<file path="config.mk">
export PLATFORM = sky130hd
export DESIGN_NAME = msmix_scale
export DESIGN_NICKNAME = d
export VERILOG_FILES = /design/src/sv/msmix_pkg.sv /design/src/sv/msmix_scale.sv
export SDC_FILE = /design/constraint.sdc
export NUM_CORES = 2
export LEC_CHECK = 0
export BUFFER_PORTS_ARGS = -buffer_cell sky130_fd_sc_hd__buf_2
export CELL_PAD_IN_SITES_DETAIL_PLACEMENT = 0
export CELL_PAD_IN_SITES_GLOBAL_PLACEMENT = 1
export CORE_MARGIN = 5
export CORE_UTILIZATION = 27
export CTS_BUF_LIST = sky130_fd_sc_hd__clkbuf_4
export CTS_CLUSTER_DIAMETER = 80
export DETAILED_ROUTE_END_ITERATION = 10
export PLACE_DENSITY_LB_ADDON = 0.1
export SLEW_MARGIN = 20
export SYNTH_ARGS = -nofsm -noshare
export SYNTH_HDL_FRONTEND = slang
export SYNTH_SLANG_ARGS = --single-unit
</file>
<file path="constraint.sdc">
create_clock -name clk_i -period 20.2 [get_ports clk_i]
set_input_delay 1.01 -clock clk_i [delete_from_list [all_inputs] [get_ports clk_i]]
set_output_delay 1.01 -clock clk_i [all_outputs]
set_load 0.005 [all_outputs]
</file>
<file path="src/sv/msmix_pkg.sv">
// Shared constants, types and the state encoding of the audio mix ring.
package msmix_pkg;

  localparam int SOURCES      = 6;
  localparam int NUM_RATE     = 6;
  localparam int RING_DEPTH   = 65536;
  localparam int RING_AW      = $clog2(RING_DEPTH);
  localparam int LEAD_FRAMES  = 1024;
  localparam int GUARD_FRAMES = 4096;

  localparam int SRC_W     = 3;
  localparam int SRC_IDX_W = $clog2(NUM_RATE);
  localparam int SAMPLE_W  = 16;
  localparam int GAIN_W    = 16;
  localparam int STEP_W    = 24;
  localparam int PHASE_W   = 16;
  localparam int CNT_W     = STEP_W - PHASE_W + 1;
  localparam int POS_W     = 64;
  localparam int ACC_W     = 32;
  localparam int CFG_IDX_W = 3;
  localparam int CFG_DW    = 24;

  localparam logic [CFG_IDX_W-1:0] CFG_MUTED = 3'd0;
  localparam logic [CFG_IDX_W-1:0] CFG_GAIN  = 3'd1;
  localparam logic [CFG_IDX_W-1:0] CFG_RATE0 = 3'd2;

  localparam logic [GAIN_W-1:0] GAIN_RESET = 16'd32768;
  localparam logic [STEP_W-1:0] STEP_RESET = 24'd65536;

  typedef logic [RING_AW-1:0] ring_addr_t;

  typedef struct packed {
    logic [ACC_W-1:0] right;
    logic [ACC_W-1:0] left;
  } slot_t;

  typedef struct packed {
    logic       rd_en;
    ring_addr_t rd_addr;
    logic       wr_en;
    ring_addr_t wr_addr;
    slot_t      wr_data;
  } ring_req_t;

  typedef enum logic [5:0] {
    ST_IDLE   = 6'b000001,
    ST_CHECK  = 6'b000010,
    ST_STEP   = 6'b000100,
    ST_MIX    = 6'b001000,
    ST_DR_CLR = 6'b010000,
    ST_DR_OUT = 6'b100000
  } state_e;

endpackage

</file>
<file path="src/sv/msmix_scale.sv">
// Two-stage gain scaler: sample * gain * 32767 / 2^30, truncated toward zero.
module msmix_scale import msmix_pkg::*; (
  input  logic                       clk_i,
  input  logic                       muted_i,
  input  logic        [GAIN_W-1:0]   gain_i,
  input  logic signed [SAMPLE_W-1:0] left_i,
  input  logic signed [SAMPLE_W-1:0] right_i,
  output logic        [ACC_W-1:0]    add_left_o,
  output logic        [ACC_W-1:0]    add_right_o
);

  localparam int GK_W  = GAIN_W + 15;
  localparam int MAG_W = SAMPLE_W + GK_W;
  localparam int Q_W   = MAG_W - 30;

  logic [GAIN_W-1:0]   gain_eff;
  logic [GK_W-1:0]     gk_d, gk_q;
  logic [SAMPLE_W-1:0] abs_l, abs_r;
  logic [MAG_W-1:0]    mag_l_q, mag_r_q;
  logic                neg_l_q, neg_r_q;
  logic [Q_W-1:0]      q_l, q_r;
  logic [ACC_W-1:0]    add_l_q, add_r_q;

  // g * 32767 as (g << 15) - g
  assign gain_eff = muted_i ? '0 : gain_i;
  assign gk_d     = {gain_eff, 15'b0} - {15'b0, gain_eff};

  assign abs_l = left_i[SAMPLE_W-1]  ? SAMPLE_W'(-left_i)  : SAMPLE_W'(left_i);
  assign abs_r = right_i[SAMPLE_W-1] ? SAMPLE_W'(-right_i) : SAMPLE_W'(right_i);

  assign q_l = mag_l_q[MAG_W-1:30];
  assign q_r = mag_r_q[MAG_W-1:30];

  always_ff @(posedge clk_i) begin
    gk_q    <= gk_d;
    mag_l_q <= {{GK_W{1'b0}}, abs_l} * {{SAMPLE_W{1'b0}}, gk_q};
    mag_r_q <= {{GK_W{1'b0}}, abs_r} * {{SAMPLE_W{1'b0}}, gk_q};
    neg_l_q <= left_i[SAMPLE_W-1];
    neg_r_q <= right_i[SAMPLE_W-1];
    add_l_q <= neg_l_q ? ACC_W'(-{{(ACC_W-Q_W){1'b0}}, q_l}) : {{(ACC_W-Q_W){1'b0}}, q_l};
    add_r_q <= neg_r_q ? ACC_W'(-{{(ACC_W-Q_W){1'b0}}, q_r}) : {{(ACC_W-Q_W){1'b0}}, q_r};
  end

  assign add_left_o  = add_l_q;
  assign add_right_o = add_r_q;

endmodule

</file>
==> out/results.txt <==
Status: finished, final reports clean
CTS Sinks: 131
Placed cells: 5619
Clk buf depth: 2
Crit end category: register
Sequential share of the synthesized area: 0.0754
Critical path's slowest cell: xor2_4
Syn Nets: 5096
Warnings from Yosys: 0
First-pass GRT wire length: 176000 microns
Ys async rst share: 0
CTS Buf Count: 17
Final Max Tran Viols: 0
Via-per-instance ratio: 4.48
Fin crit period: 9.08 ns
CTS tree: built
Global route total overflow: 0
Period utilization: 0.449
Post-CTS setup buffer count: 0
Die area: 136000 sq um
Slew @ Worst Pin: 1.07 ns
Slowest Stage Delay on Critical Path: 0.81 ns
Die X: 369 microns
Post-CTS Resized: 0
NumNets Final: 5070
HP Class: reg -> reg
Vias in the first global route: 28.5k
Pre-CTS WS: 10.38 ns
CP required: 20.85 ns
Commonest cells after routing, fill and taps aside: inv_1 (979), fa_1 (806), nand2_1 (758)
Post-Synth Adder-Cell Area: 0.549
Largest net degree at the start of global routing: 34
Max-Cap Viols: 0
Finished Layout Cells: 5662
GPL Wtd Cong: 0.736
DRT Pass-1 Iters: 5
Total Routing Usage GR: 0.169
Hold_buf cts: 0
Main synth FF type: dfxtp_1
FF+latch count, synth: 131
Post-synth EDFFs: 0
Hold WS: 0.442 ns
Peak Freq: 0.110 GHz
# rows: 131
Final setup violation count: 0
RSZ-0062 raised after global routing: false
Drt drc: 0
Clk root buf: clkbuf_4
Antenna violations before repair: 16
Setup Skew: 0.0506 ns
Critical Path Source Type: input port
Final hold violations: 0
Latest clock arrival within the worst-skew pair: 0.71 ns
Synth cell types: 67
Ports: 114
P&R area growth vs syn: 7.99%
DP HPWL: 83400 microns
Setup ws final: 11.12 ns
Initial DRC count: 1007
Clock-pin slew on the worst setup and hold paths: 0.18 ns
Synth Area in Compound Gates: 0.0511
Share of cells above drive strength 1: 0.0634
Syn Area/Cell: 8.69 sq um
Cell Area, Synth: 34800 sq um
Post-Synth Simple-Gate Area: 0.169
Vias: 25.3k
Setup TNS: 0 ns
Die height: 369 microns
H-tree levels: 4
Setup Crit Path Kind: in -> reg
Commonest non-fill, non-tap cell in the layout: inv_1
Final wirelength: 111000 microns
Arr. time, crit path: 9.72 ns
Wire per inst: 19.6 microns
Initial Util: 0.272
Worst-path fanout max: 31
Synth Instances: 4002
Slew HR: 0.289
Post-synthesis mux area share: 0.00104
CP most frequent cell: fa_1
# port buffers: 113
Final ANT Viol Nets: 0
XOR/XNOR Fraction of Synth Area: 0.0259
Buf/Inv on CP: 5
Core Box Area: 128000 sq um
CP top delay family: adder cells
Main combinational cell family by area after synthesis: adder cells
[final timing paths]
check              start       endpoint  slack, ns  depth (start not counted)
min reg2reg  mag_l_q[30]  add_left_o[0]       0.44                          0
max            left_i[6]    mag_l_q[45]      11.12                         26
min          mag_l_q[30]  add_left_o[0]       0.44                          0
max reg2reg     gk_q[18]    mag_l_q[45]      12.57                         22
[cell usage after synthesis, drive strengths merged, types with 22 or more instances]
master	instances	area [sq um]
nand2	759	2850
ha	238	2980
o21ai	53	269
nor2	60	225
a21o	27	203
xnor2	85	744
a21oi	65	329
inv	979	3670
dfxtp	131	2620
clkbuf	208	781
and2	308	1930
nand3	22	123
o21a	22	165
nor3	26	141
fa	806	16100
[state kept, by name, indices dropped and copies added (netlist names)]
register and count:
add_right_o 32, neg_l_q 1, mag_r_q 17, gk_q 31, neg_r_q 1, add_left_o 32, mag_l_q 17
[per-layer routing]
layer	wire (microns)	share of wire	global-route usage	vias up
met5	37	0.00033	0	-
met4	1340	0.012	0.0259	6
met3	4310	0.039	0.0262	65
met2	54000	0.49	0.292	352
met1	51300	0.46	0.230	13300
li1	-	-	-	11600
[area by class of cell]
class	instances	area (sq um)
tap	1662	2080
multi-input combinational	2681	27900
clock buffer	17	128
fill	13900	90300
inverter	979	3670
clock inverter	15	139
sequential	131	2640
timing repair buffer	166	963
antenna	11	27.5
[metrics by stage]
| stage | area, sq um | util |
|---|---|---|
| after CTS | 37500 | 0.294 |
| after global placement | 37300 | 0.292 |
| final | 37600 | 0.294 |
| after global routing | 37600 | 0.294 |
| after floorplan | 34800 | - |
| after detailed placement | 37300 | 0.292 |
[cell families after synthesis]
logic type | after synthesis
and+or+nand+nor | 1262
buffers and inverters | 1190
adders and majority gates | 1044
AOI/OAI and AO/OA | 269
DFF | 131
xor gates and xnor gates | 103
muxes | 3
Power is not shown: default switching activity piles up to over one toggle a cycle in this logic, so the estimate is an artifact.
